**src/hw/rtl/dtda_pkg.sv**
```systemverilog
// shared types, constants and calendar helpers of the date and time adder
package dtda_pkg;

  localparam int unsigned YEAR_W = 16;
  localparam int unsigned MON_W  = 4;
  localparam int unsigned DAY_W  = 5;
  localparam int unsigned HOUR_W = 5;
  localparam int unsigned MIN_W  = 6;
  localparam int unsigned SEC_W  = 6;
  localparam int unsigned ADDD_W = 16;
  localparam int unsigned ADDS_W = 32;

  // reciprocal-multiply divider: dividend, multiplier operands, quotient, phase
  localparam int unsigned DVD_W   = 33;
  localparam int unsigned MUL_A_W = 31;
  localparam int unsigned MUL_B_W = 32;
  localparam int unsigned PROD_W  = MUL_A_W + MUL_B_W;
  localparam int unsigned QUO_W   = 27;
  localparam int unsigned CNT_W   = 1;
  localparam logic [CNT_W-1:0] LAST_PHASE = 1'b1;

  // x / 400 = (x >> 4) / 25, x / 60 = (x >> 2) / 15, x / 24 = (x >> 3) / 3
  localparam logic [MUL_B_W-1:0] RECIP_25 = 32'd2622;        // 2^16 / 25 rounded up
  localparam logic [MUL_B_W-1:0] RECIP_15 = 32'd2290649225;  // 2^35 / 15 rounded up
  localparam logic [MUL_B_W-1:0] RECIP_3  = 32'd349526;      // 2^20 / 3 rounded up
  localparam int unsigned SHIFT_25 = 16;
  localparam int unsigned SHIFT_15 = 35;
  localparam int unsigned SHIFT_3  = 20;

  // year modulo 400
  localparam int unsigned YMOD_W = 9;

  // remaining day count: add_days plus at most about 49711 carried days
  localparam int unsigned REM_W = 17;

  localparam logic [YMOD_W-1:0] CENTURY_1   = 9'd100;
  localparam logic [YMOD_W-1:0] CENTURY_2   = 9'd200;
  localparam logic [YMOD_W-1:0] CENTURY_3   = 9'd300;
  localparam logic [YMOD_W-1:0] YMOD_LAST   = 9'd399;

  localparam logic [MON_W-1:0]  MON_JAN = 4'd1;
  localparam logic [MON_W-1:0]  MON_FEB = 4'd2;
  localparam logic [MON_W-1:0]  MON_APR = 4'd4;
  localparam logic [MON_W-1:0]  MON_JUN = 4'd6;
  localparam logic [MON_W-1:0]  MON_SEP = 4'd9;
  localparam logic [MON_W-1:0]  MON_NOV = 4'd11;
  localparam logic [MON_W-1:0]  MON_DEC = 4'd12;

  localparam logic [DAY_W-1:0]  LEN_31 = 5'd31;
  localparam logic [DAY_W-1:0]  LEN_30 = 5'd30;
  localparam logic [DAY_W-1:0]  LEN_29 = 5'd29;
  localparam logic [DAY_W-1:0]  LEN_28 = 5'd28;
  localparam logic [8:0]        YLEN_LEAP = 9'd366;
  localparam logic [8:0]        YLEN_NORM = 9'd365;

  localparam logic [HOUR_W-1:0] LAST_HOUR = 5'd23;
  localparam logic [MIN_W-1:0]  LAST_MIN  = 6'd59;

  typedef enum logic [3:0] {
    ST_IDLE,
    ST_YMOD,
    ST_CHECK,
    ST_SEC,
    ST_MIN,
    ST_HR,
    ST_PART,
    ST_YEAR,
    ST_MONTH,
    ST_FINAL,
    ST_EMIT
  } dtda_state_t;

  typedef enum logic [3:0] {
    OP_NONE,
    OP_LOAD,
    OP_DIV_MUL,
    OP_SET_YMOD,
    OP_START_SEC,
    OP_NEXT_MIN,
    OP_NEXT_HR,
    OP_FIN_HR,
    OP_PARTIAL,
    OP_YEAR_STEP,
    OP_MONTH_STEP,
    OP_FINAL,
    OP_OUTPUT
  } dtda_op_t;

  typedef enum logic [1:0] {
    DIV_400,
    DIV_60,
    DIV_24
  } dtda_div_t;

  typedef struct packed {
    dtda_op_t  op;
    dtda_div_t dsel;
  } dtda_cmd_t;

  typedef struct packed {
    logic bad;
    logic year_done;
    logic month_done;
  } dtda_stat_t;

  // leap test on the year modulo 400
  function automatic logic is_leap(input logic [YMOD_W-1:0] ymod);
    logic century;
    century = (ymod == CENTURY_1) || (ymod == CENTURY_2) || (ymod == CENTURY_3);
    return (ymod == '0) || (!century && (ymod[1:0] == 2'b00));
  endfunction

  // month length, 31 for codes that are no month
  function automatic logic [DAY_W-1:0] month_len(input logic leap,
                                                 input logic [MON_W-1:0] m);
    logic [DAY_W-1:0] len;
    case (m) inside
      MON_FEB: len = leap ? LEN_29 : LEN_28;
      MON_APR, MON_JUN, MON_SEP, MON_NOV: len = LEN_30;
      default: len = LEN_31;
    endcase
    return len;
  endfunction

endpackage

```
**src/hw/rtl/dtda_dpath.sv**
```systemverilog
// datapath: working registers, reciprocal-multiply divider, calendar stepping, result register
module dtda_dpath import dtda_pkg::*; #(
  parameter int unsigned DAYS_BITS = 16
) (
  input  logic              clk,
  input  dtda_cmd_t         cmd,
  output dtda_stat_t        stat,
  input  logic [YEAR_W-1:0] start_year,
  input  logic [MON_W-1:0]  start_month,
  input  logic [DAY_W-1:0]  start_day,
  input  logic [HOUR_W-1:0] start_hour,
  input  logic [MIN_W-1:0]  start_minute,
  input  logic [SEC_W-1:0]  start_second,
  input  logic [ADDD_W-1:0] add_days,
  input  logic [ADDS_W-1:0] add_seconds,
  output logic [YEAR_W-1:0] new_year,
  output logic [MON_W-1:0]  new_month,
  output logic [DAY_W-1:0]  new_day,
  output logic [HOUR_W-1:0] new_hour,
  output logic [MIN_W-1:0]  new_minute,
  output logic [SEC_W-1:0]  new_second,
  output logic              bad_input
);

  localparam int unsigned KEEP_BITS = (DAYS_BITS < ADDD_W) ? DAYS_BITS : ADDD_W;
  localparam logic [ADDD_W-1:0] DAYS_MASK =
    ADDD_W'(({{ADDD_W{1'b0}}, 1'b1} << KEEP_BITS) - 1'b1);

  logic [YEAR_W-1:0] y;
  logic [MON_W-1:0]  m;
  logic [DAY_W-1:0]  d;
  logic [HOUR_W-1:0] hh;
  logic [MIN_W-1:0]  mi;
  logic [SEC_W-1:0]  ss;
  logic [ADDD_W-1:0] days;
  logic [ADDS_W-1:0] secs;
  logic [YMOD_W-1:0] ymod;
  logic [DVD_W-1:0]  dvd;
  logic [QUO_W-1:0]  quo;
  logic [REM_W-1:0]  rem;
  logic              bad;

  logic [MUL_A_W-1:0] mul_a;
  logic [MUL_B_W-1:0] mul_b;
  logic [PROD_W-1:0]  prod;
  logic [QUO_W-1:0]   quo_now;
  logic [DVD_W-1:0]   quo_ext;
  logic [DVD_W-1:0]   quo_x400;
  logic [DVD_W-1:0]   quo_x60;
  logic [DVD_W-1:0]   quo_x24;
  logic [YEAR_W-1:0]  y_inc;
  logic [YMOD_W-1:0]  ymod_inc;
  logic               leap_cur;
  logic               leap_nxt;
  logic [DAY_W-1:0]   mlen;
  logic [DAY_W-1:0]   left;
  logic [8:0]         ylen;
  logic               bad_now;

  // quotient by multiplying with a rounded-up reciprocal, exact over each operand range
  always_comb begin
    case (cmd.dsel)
      DIV_400: begin
        mul_a = MUL_A_W'(y[YEAR_W-1:4]);
        mul_b = RECIP_25;
      end
      DIV_24: begin
        mul_a = MUL_A_W'(dvd[DVD_W-1:3]);
        mul_b = RECIP_3;
      end
      DIV_60: begin
        mul_a = dvd[DVD_W-1:2];
        mul_b = RECIP_15;
      end
      default: begin
        mul_a = dvd[DVD_W-1:2];
        mul_b = RECIP_15;
      end
    endcase
  end

  assign prod = PROD_W'(mul_a) * PROD_W'(mul_b);

  always_comb begin
    case (cmd.dsel)
      DIV_400: quo_now = QUO_W'(prod >> SHIFT_25);
      DIV_24:  quo_now = QUO_W'(prod >> SHIFT_3);
      DIV_60:  quo_now = QUO_W'(prod >> SHIFT_15);
      default: quo_now = QUO_W'(prod >> SHIFT_15);
    endcase
  end

  // quotient times divisor by shifts and adds, remainder follows by one subtract
  assign quo_ext  = DVD_W'(quo);
  assign quo_x400 = (quo_ext << 8) + (quo_ext << 7) + (quo_ext << 4);
  assign quo_x60  = (quo_ext << 6) - (quo_ext << 2);
  assign quo_x24  = (quo_ext << 4) + (quo_ext << 3);

  assign y_inc    = y + 1'b1;
  assign ymod_inc = (y == '1 || ymod == YMOD_LAST) ? '0 : ymod + 1'b1;
  assign leap_cur = is_leap(ymod);
  assign leap_nxt = is_leap(ymod_inc);
  assign mlen     = month_len(leap_cur, m);
  assign left     = mlen - d;
  // year from day 1 of month m: the february inside is this year's or next year's
  assign ylen     = ((m <= MON_FEB) ? leap_cur : leap_nxt) ? YLEN_LEAP : YLEN_NORM;

  assign bad_now = (m < MON_JAN) || (m > MON_DEC) || (d == '0) || (d > mlen) ||
                   (hh > LAST_HOUR) || (mi > LAST_MIN) || (ss > SEC_W'(LAST_MIN));

  assign stat.bad        = bad_now;
  assign stat.year_done  = (rem < REM_W'(ylen));
  assign stat.month_done = (rem < REM_W'(mlen));

  always_ff @(posedge clk) begin
    case (cmd.op)
      OP_LOAD: begin
        y    <= start_year;
        m    <= start_month;
        d    <= start_day;
        hh   <= start_hour;
        mi   <= start_minute;
        ss   <= start_second;
        days <= add_days & DAYS_MASK;
        secs <= add_seconds;
      end
      OP_DIV_MUL: begin
        quo <= quo_now;
      end
      OP_SET_YMOD: begin
        ymod <= YMOD_W'(DVD_W'(y) - quo_x400);
      end
      OP_START_SEC: begin
        bad <= bad_now;
        dvd <= DVD_W'(ss) + DVD_W'(secs);
      end
      OP_NEXT_MIN: begin
        ss  <= SEC_W'(dvd - quo_x60);
        dvd <= quo_ext + DVD_W'(mi);
      end
      OP_NEXT_HR: begin
        mi  <= MIN_W'(dvd - quo_x60);
        dvd <= quo_ext + DVD_W'(hh);
      end
      OP_FIN_HR: begin
        hh  <= HOUR_W'(dvd - quo_x24);
        rem <= REM_W'(days) + REM_W'(quo);
      end
      OP_PARTIAL: begin
        if (rem != '0 && d != DAY_W'(1)) begin
          if (rem <= REM_W'(left)) begin
            d   <= d + rem[DAY_W-1:0];
            rem <= '0;
          end else begin
            rem <= rem - REM_W'(left) - 1'b1;
            d   <= DAY_W'(1);
            if (m == MON_DEC) begin
              m    <= MON_JAN;
              y    <= y_inc;
              ymod <= ymod_inc;
            end else begin
              m <= m + 1'b1;
            end
          end
        end
      end
      OP_YEAR_STEP: begin
        if (!stat.year_done) begin
          rem  <= rem - REM_W'(ylen);
          y    <= y_inc;
          ymod <= ymod_inc;
        end
      end
      OP_MONTH_STEP: begin
        if (!stat.month_done) begin
          rem <= rem - REM_W'(mlen);
          if (m == MON_DEC) begin
            m    <= MON_JAN;
            y    <= y_inc;
            ymod <= ymod_inc;
          end else begin
            m <= m + 1'b1;
          end
        end
      end
      OP_FINAL: begin
        if (rem != '0) begin
          d <= DAY_W'(1) + rem[DAY_W-1:0];
        end
      end
      OP_OUTPUT: begin
        new_year   <= y;
        new_month  <= m;
        new_day    <= d;
        new_hour   <= hh;
        new_minute <= mi;
        new_second <= ss;
        bad_input  <= bad;
      end
      default: begin
      end
    endcase
  end

endmodule

```
**src/hw/rtl/dtda_ctrl.sv**
```systemverilog
// controller: sequencing state machine and result valid flag
module dtda_ctrl import dtda_pkg::*; (
  input  logic       clk,
  input  logic       rst,
  input  logic       s_tvalid,
  output logic       s_tready,
  output logic       m_tvalid,
  input  logic       m_tready,
  output dtda_cmd_t  cmd,
  input  dtda_stat_t stat
);

  dtda_state_t      state;
  dtda_state_t      state_next;
  logic [CNT_W-1:0] cnt;
  logic [CNT_W-1:0] cnt_next;
  logic             m_tvalid_next;

  always_ff @(posedge clk) begin
    if (rst) begin
      state    <= ST_IDLE;
      cnt      <= '0;
      m_tvalid <= 1'b0;
    end else begin
      state    <= state_next;
      cnt      <= cnt_next;
      m_tvalid <= m_tvalid_next;
    end
  end

  always_comb begin
    state_next    = state;
    cnt_next      = cnt;
    cmd.op        = OP_NONE;
    cmd.dsel      = DIV_60;
    m_tvalid_next = m_tvalid && !m_tready;
    s_tready      = (state == ST_IDLE);
    case (state)
      ST_IDLE: begin
        if (s_tvalid) begin
          cmd.op     = OP_LOAD;
          cnt_next   = '0;
          state_next = ST_YMOD;
        end
      end
      ST_YMOD: begin
        cmd.dsel = DIV_400;
        if (cnt != LAST_PHASE) begin
          cmd.op   = OP_DIV_MUL;
          cnt_next = cnt + 1'b1;
        end else begin
          cmd.op     = OP_SET_YMOD;
          cnt_next   = '0;
          state_next = ST_CHECK;
        end
      end
      ST_CHECK: begin
        cmd.op     = OP_START_SEC;
        state_next = stat.bad ? ST_EMIT : ST_SEC;
      end
      ST_SEC: begin
        if (cnt != LAST_PHASE) begin
          cmd.op   = OP_DIV_MUL;
          cnt_next = cnt + 1'b1;
        end else begin
          cmd.op     = OP_NEXT_MIN;
          cnt_next   = '0;
          state_next = ST_MIN;
        end
      end
      ST_MIN: begin
        if (cnt != LAST_PHASE) begin
          cmd.op   = OP_DIV_MUL;
          cnt_next = cnt + 1'b1;
        end else begin
          cmd.op     = OP_NEXT_HR;
          cnt_next   = '0;
          state_next = ST_HR;
        end
      end
      ST_HR: begin
        cmd.dsel = DIV_24;
        if (cnt != LAST_PHASE) begin
          cmd.op   = OP_DIV_MUL;
          cnt_next = cnt + 1'b1;
        end else begin
          cmd.op     = OP_FIN_HR;
          cnt_next   = '0;
          state_next = ST_PART;
        end
      end
      ST_PART: begin
        cmd.op     = OP_PARTIAL;
        state_next = ST_YEAR;
      end
      ST_YEAR: begin
        if (stat.year_done) begin
          state_next = ST_MONTH;
        end else begin
          cmd.op = OP_YEAR_STEP;
        end
      end
      ST_MONTH: begin
        if (stat.month_done) begin
          state_next = ST_FINAL;
        end else begin
          cmd.op = OP_MONTH_STEP;
        end
      end
      ST_FINAL: begin
        cmd.op     = OP_FINAL;
        state_next = ST_EMIT;
      end
      ST_EMIT: begin
        if (!m_tvalid || m_tready) begin
          cmd.op        = OP_OUTPUT;
          m_tvalid_next = 1'b1;
          state_next    = ST_IDLE;
        end
      end
      default: begin
        state_next = ST_IDLE;
      end
    endcase
  end

`ifndef SYNTHESIS
  a_accept_starts: assert property (@(posedge clk) disable iff (rst)
    (s_tvalid && s_tready) |=> (state == ST_YMOD))
    else $error("accepted request did not start the year division");

  a_hold_result: assert property (@(posedge clk) disable iff (rst)
    (m_tvalid && !m_tready) |=> m_tvalid)
    else $error("waiting result dropped before accept");

  a_idle_cnt: assert property (@(posedge clk) disable iff (rst)
    (state == ST_IDLE) |-> (cnt == '0))
    else $error("divide phase not cleared in idle");

  a_emit_valid: assert property (@(posedge clk) disable iff (rst)
    (cmd.op == OP_OUTPUT) |=> (m_tvalid && state == ST_IDLE))
    else $error("result load did not raise valid");
`endif

endmodule

```
**src/hw/rtl/datetime_duration_adder.sv**
```systemverilog
// top level of the gregorian date and time adder
// a request runs the year modulo 400 division, the input check, the second, minute and hour
//   divisions, the partial month step, the year walk, the month walk and the final day
//   before the result loads and valid rises; an invalid start is echoed from the check
// requests: one at a time, the next taken the cycle after the result loads;
//   four reciprocal-multiply divisions and the one-year or one-month-per-cycle
//   date walk make up the work on each request
// reset: synchronous rst returns the controller to idle and drops result valid
module datetime_duration_adder import dtda_pkg::*; #(
  parameter int unsigned DAYS_BITS = 16
) (
  input  logic        clk,
  input  logic        rst,
  // request channel
  input  logic        s_tvalid,
  output logic        s_tready,
  // start_year, start_month, start_day, start_hour, start_minute, start_second,
  // add_days, add_seconds, zero pad
  input  logic [95:0] s_tdata,
  // result channel
  output logic        m_tvalid,
  input  logic        m_tready,
  // new_year, new_month, new_day, new_hour, new_minute, new_second, zero pad
  output logic [47:0] m_tdata,
  // bad_input
  output logic        m_tuser
);

  dtda_cmd_t  cmd;
  dtda_stat_t stat;

  logic [YEAR_W-1:0] new_year;
  logic [MON_W-1:0]  new_month;
  logic [DAY_W-1:0]  new_day;
  logic [HOUR_W-1:0] new_hour;
  logic [MIN_W-1:0]  new_minute;
  logic [SEC_W-1:0]  new_second;

  // sequencer: one command per cycle to the datapath, holds result valid
  dtda_ctrl u_ctrl (
    .clk      (clk),
    .rst      (rst),
    .s_tvalid (s_tvalid),
    .s_tready (s_tready),
    .m_tvalid (m_tvalid),
    .m_tready (m_tready),
    .cmd      (cmd),
    .stat     (stat)
  );

  // datapath: request fields unpacked from the low bits up
  dtda_dpath #(
    .DAYS_BITS (DAYS_BITS)
  ) u_dpath (
    .clk          (clk),
    .cmd          (cmd),
    .stat         (stat),
    .start_year   (s_tdata[15:0]),
    .start_month  (s_tdata[19:16]),
    .start_day    (s_tdata[24:20]),
    .start_hour   (s_tdata[29:25]),
    .start_minute (s_tdata[35:30]),
    .start_second (s_tdata[41:36]),
    .add_days     (s_tdata[57:42]),
    .add_seconds  (s_tdata[89:58]),
    .new_year     (new_year),
    .new_month    (new_month),
    .new_day      (new_day),
    .new_hour     (new_hour),
    .new_minute   (new_minute),
    .new_second   (new_second),
    .bad_input    (m_tuser)
  );

  // result fields packed from the low bits up, upper six bits padded with zeros
  assign m_tdata = {6'b0, new_second, new_minute, new_hour, new_day, new_month, new_year};

endmodule
```
**config.mk**
```make
export PLATFORM = sky130hd
export DESIGN_NAME = datetime_duration_adder
export DESIGN_NICKNAME = d
export VERILOG_FILES = /design/src/hw/rtl/dtda_pkg.sv /design/src/hw/rtl/dtda_dpath.sv /design/src/hw/rtl/dtda_ctrl.sv /design/src/hw/rtl/datetime_duration_adder.sv
export SDC_FILE = /design/constraint.sdc
export NUM_CORES = 2
export LEC_CHECK = 0
export BUFFER_PORTS_ARGS = -buffer_cell sky130_fd_sc_hd__buf_2
export CAP_MARGIN = 20
export CORE_UTILIZATION = 51
export CTS_CLUSTER_DIAMETER = 60
export CTS_CLUSTER_SIZE = 40
export DETAILED_ROUTE_END_ITERATION = 8
export HOLD_SLACK_MARGIN = 0.12
export PLACE_DENSITY = 0.68
export SLEW_MARGIN = 20
export SYNTH_ARGS = -nofsm -noshare
export SYNTH_HDL_FRONTEND = slang
export SYNTH_SLANG_ARGS = --single-unit
```
**constraint.sdc**
```tcl
create_clock -name clk -period 12 [get_ports clk]
set_input_delay 0 -clock clk [delete_from_list [all_inputs] [get_ports clk]]
set_output_delay 0 -clock clk [all_outputs]
set_load 0.02 [all_outputs]
```
==> results.md <==
- Status: complete, no violations
- Worst hold slack: 147 ps
- Die height: 258 um
- Gpl congestion: 0.959
- Avg Cell Area, Syn: 9.86 um2
- Post-Route WL: 88.9 mm
- Most frequent CP cell: fa_1
- Core footprint: 64600 um2
- Worst slew pin tran: 1070 ps
- Critical path arrival: 10270 ps
- Syn. warnings: 0
- Synthesized instance count: 3392
- Hold wc startpoint: s_tdata[46]
- Vias per std cell: 5.34
- R2r worst-path depth: 26
- Hold-fix buffers, CTS: 93
- Skew-Pair Late Insertion Delay: 560 ps
- Share of cells above drive strength 1: 0.0678
- TritonCTS clock tree: done
- Critical Path Slowest Stage Cell: nor2_4
- WP data required: 12300 ps
- Clock Skew: 31.4 ps
- Max_slew headroom: 0.283
- Register area share after synthesis: 0.201
- Main flop type after synthesis: edfxtp_1
- Worst setup EP type: flip-flop
- Global-route wire length before repair: 142 mm
- Post-DP HPWL: 75.2 mm
- Total die area: 66600 um2
- Share of the synthesized area in the top cell type: 0.310
- I/O Buffers: 138
- Hold Path Class: in -> reg
- # resized after CTS: 0
- Vias in the first global route: 24800
- Core Rows: 93
- Synth unique cells: 88
- Synthesized area: 33500 um2
- Final Hold Fails: 0
- Antenna violations before repair: 0
- Post-CTS Repair Setup Buffers: 0
- Hold Path Depth: 2
- RSZ-0062 raised after global routing: false
- Via count: 24000
- Initial Util: 0.518
- Layout area overhead: 10.1%
- Crit Path Category: reg -> reg
- Hold Crit Endpoint: u_dpath.days[4]
- Initial DRT Pass Iterations: 5
- Largest net degree at the start of global routing: 61
- Reg2reg end: u_dpath.quo[6]
- Clk sinks: 226
- Total gr overflow: 0
- Share of flip-flops with an asynchronous set or reset: 0
- Yosys reg bits: 226
- Die width: 258 um
- CP Max Fanout: 26
- Nets: 4642
- Tcrit/Tclk final: 0.831
- Tmin final: 9970 ps
- Max Slew Vio Count: 0
- 1st-iter DRT viols: 1776
- DRT antenna net count: 0
- Tot GR Track Use: 0.279
- EDFF count, synth: 220
- Synth top area cells: fa_1, edfxtp_1, ha_1, inv_1, nand2_1
- IO Pins: 151
- # DRC: 0
- Critical Path Start Type: flip-flop
- Most numerous cell in the Yosys netlist: inv_1
- Clock Tree Buf Depth: 3
- R2R setup slack: 2030 ps
- Number of setup violations in the final report: 0
- Max cap viols: 0
- Clk Tree Root Cell: clkbuf_16
- Critical path's largest stage delay: 800 ps
- Reg clk slew, reported paths: 90 ps
- Cts bufs inserted: 20
- H-tree levels: 1
- Commonest cells in the netlist: inv_1, fa_1, ha_1
- Maximum clock frequency: 0.100 GHz
- Final setup TNS: 0 ps
- Leading area contributor after synthesis: fa_1
- Routed len/inst: 19.8 um
- RR Startpoint: u_ctrl.state[2]
[critical path: cells and delay by family (launching register included)]
| family | cells | cell delay [ps] |
|---|---|---|
| buffers and inverters | 5 | 320 |
| DFF | 1 | 740 |
| xor gates and xnor gates | 1 | 200 |
| adders and majority gates | 9 | 4600 |
| AOI/OAI and AO/OA | 4 | 930 |
| and+or+nand+nor | 7 | 2860 |
[cells by family after synthesis]
logic type / share of synthesized area
other cells: 0.000224
simple gates: 0.0965
buf+inv: 0.106
mux: 0.00565
flops: 0.201
compound gates: 0.0904
fa+ha+maj: 0.458
xor+xnor: 0.0429
[final cells by class]
type / instances / area (um2)
repair buffers: 248 / 1750
inverters: 836 / 3140
clock inverters: 14 / 188
well taps: 855 / 1070
fillers: 5593 / 27700
clock buffers: 21 / 504
multi-input cells: 2297 / 23500
flip-flops and latches: 226 / 6730
diodes: 1 / 2.50
[how the worst max path moves through the flow]
stage / start / slack [ps] / cells after the start / endpoint
floorplan: u_ctrl.state[3] / 3590 / 33 / u_dpath.quo[6]
detailed placement: u_ctrl.state[2] / 2120 / 26 / u_dpath.quo[6]
CTS: u_ctrl.state[2] / 2080 / 26 / u_dpath.quo[6]
finish: u_ctrl.state[2] / 2030 / 26 / u_dpath.quo[6]
global placement: u_ctrl.state[2] / 2130 / 26 / u_dpath.quo[6]
global route: u_ctrl.state[2] / 1610 / 26 / u_dpath.quo[6]
[layer usage]
layer | vias to the layer above | wire [um] | global-route usage | part of all wire
li1 | 11300 | - | - | -
met1 | 11800 | 38400 | 0.391 | 0.43
met2 | 841 | 41800 | 0.453 | 0.47
met3 | 131 | 5440 | 0.0334 | 0.061
met4 | 0 | 3290 | 0.0904 | 0.037
met5 | - | 0 | 0 | 0
[cell usage in the layout, fill, tap and decap left out, types with 32 or more instances in the layout]
cell type | synthesis | layout
o21ai_0 | 94 | 94
fa_1 | 518 | 518
nor2_1 | 140 | 138
nand3_1 | 55 | 55
edfxtp_1 | 220 | 220
nor2b_1 | 33 | 32
dlygate4sd3_1 | 0 | 93
buf_2 | 20 | 138
inv_1 | 835 | 834
xor2_1 | 73 | 73
ha_1 | 395 | 395
a21o_1 | 39 | 39
nand2_1 | 271 | 270
a21oi_1 | 126 | 125
conb_1 | 2 | 59
xnor2_1 | 91 | 91
[per-stage QoR]
stage,setup slack (ps),cells,instance area [um2],utilization
4_1_cts,2080,4497,36800,0.571
2_1_floorplan,3590,3449,33700,-
3_5_place_dp,2120,4369,35200,0.545
3_3_place_gp,2130,4369,35200,0.545
6_report,2030,4498,36800,0.571
5_1_grt,1610,4497,36800,0.571
[flip-flops by register name, indices dropped and copies added (netlist names), 4 cells and up]
signal	count
u_dpath.new_year	16
u_dpath.ymod	9
u_dpath.days	16
u_ctrl.state	4
u_dpath.hh	5
u_dpath.new_minute	6
u_dpath.secs	32
u_dpath.dvd	33
u_dpath.new_day	5
u_dpath.mi	6
u_dpath.d	5
u_dpath.quo	27
u_dpath.ss	6
u_dpath.new_month	4
u_dpath.new_hour	5
u_dpath.rem	17
u_dpath.m	4
u_dpath.y	16
u_dpath.new_second	6
Power is left out: the tool's default activity adds up to more than one toggle a clock period on the data nets, which glitch-free logic cannot reach.
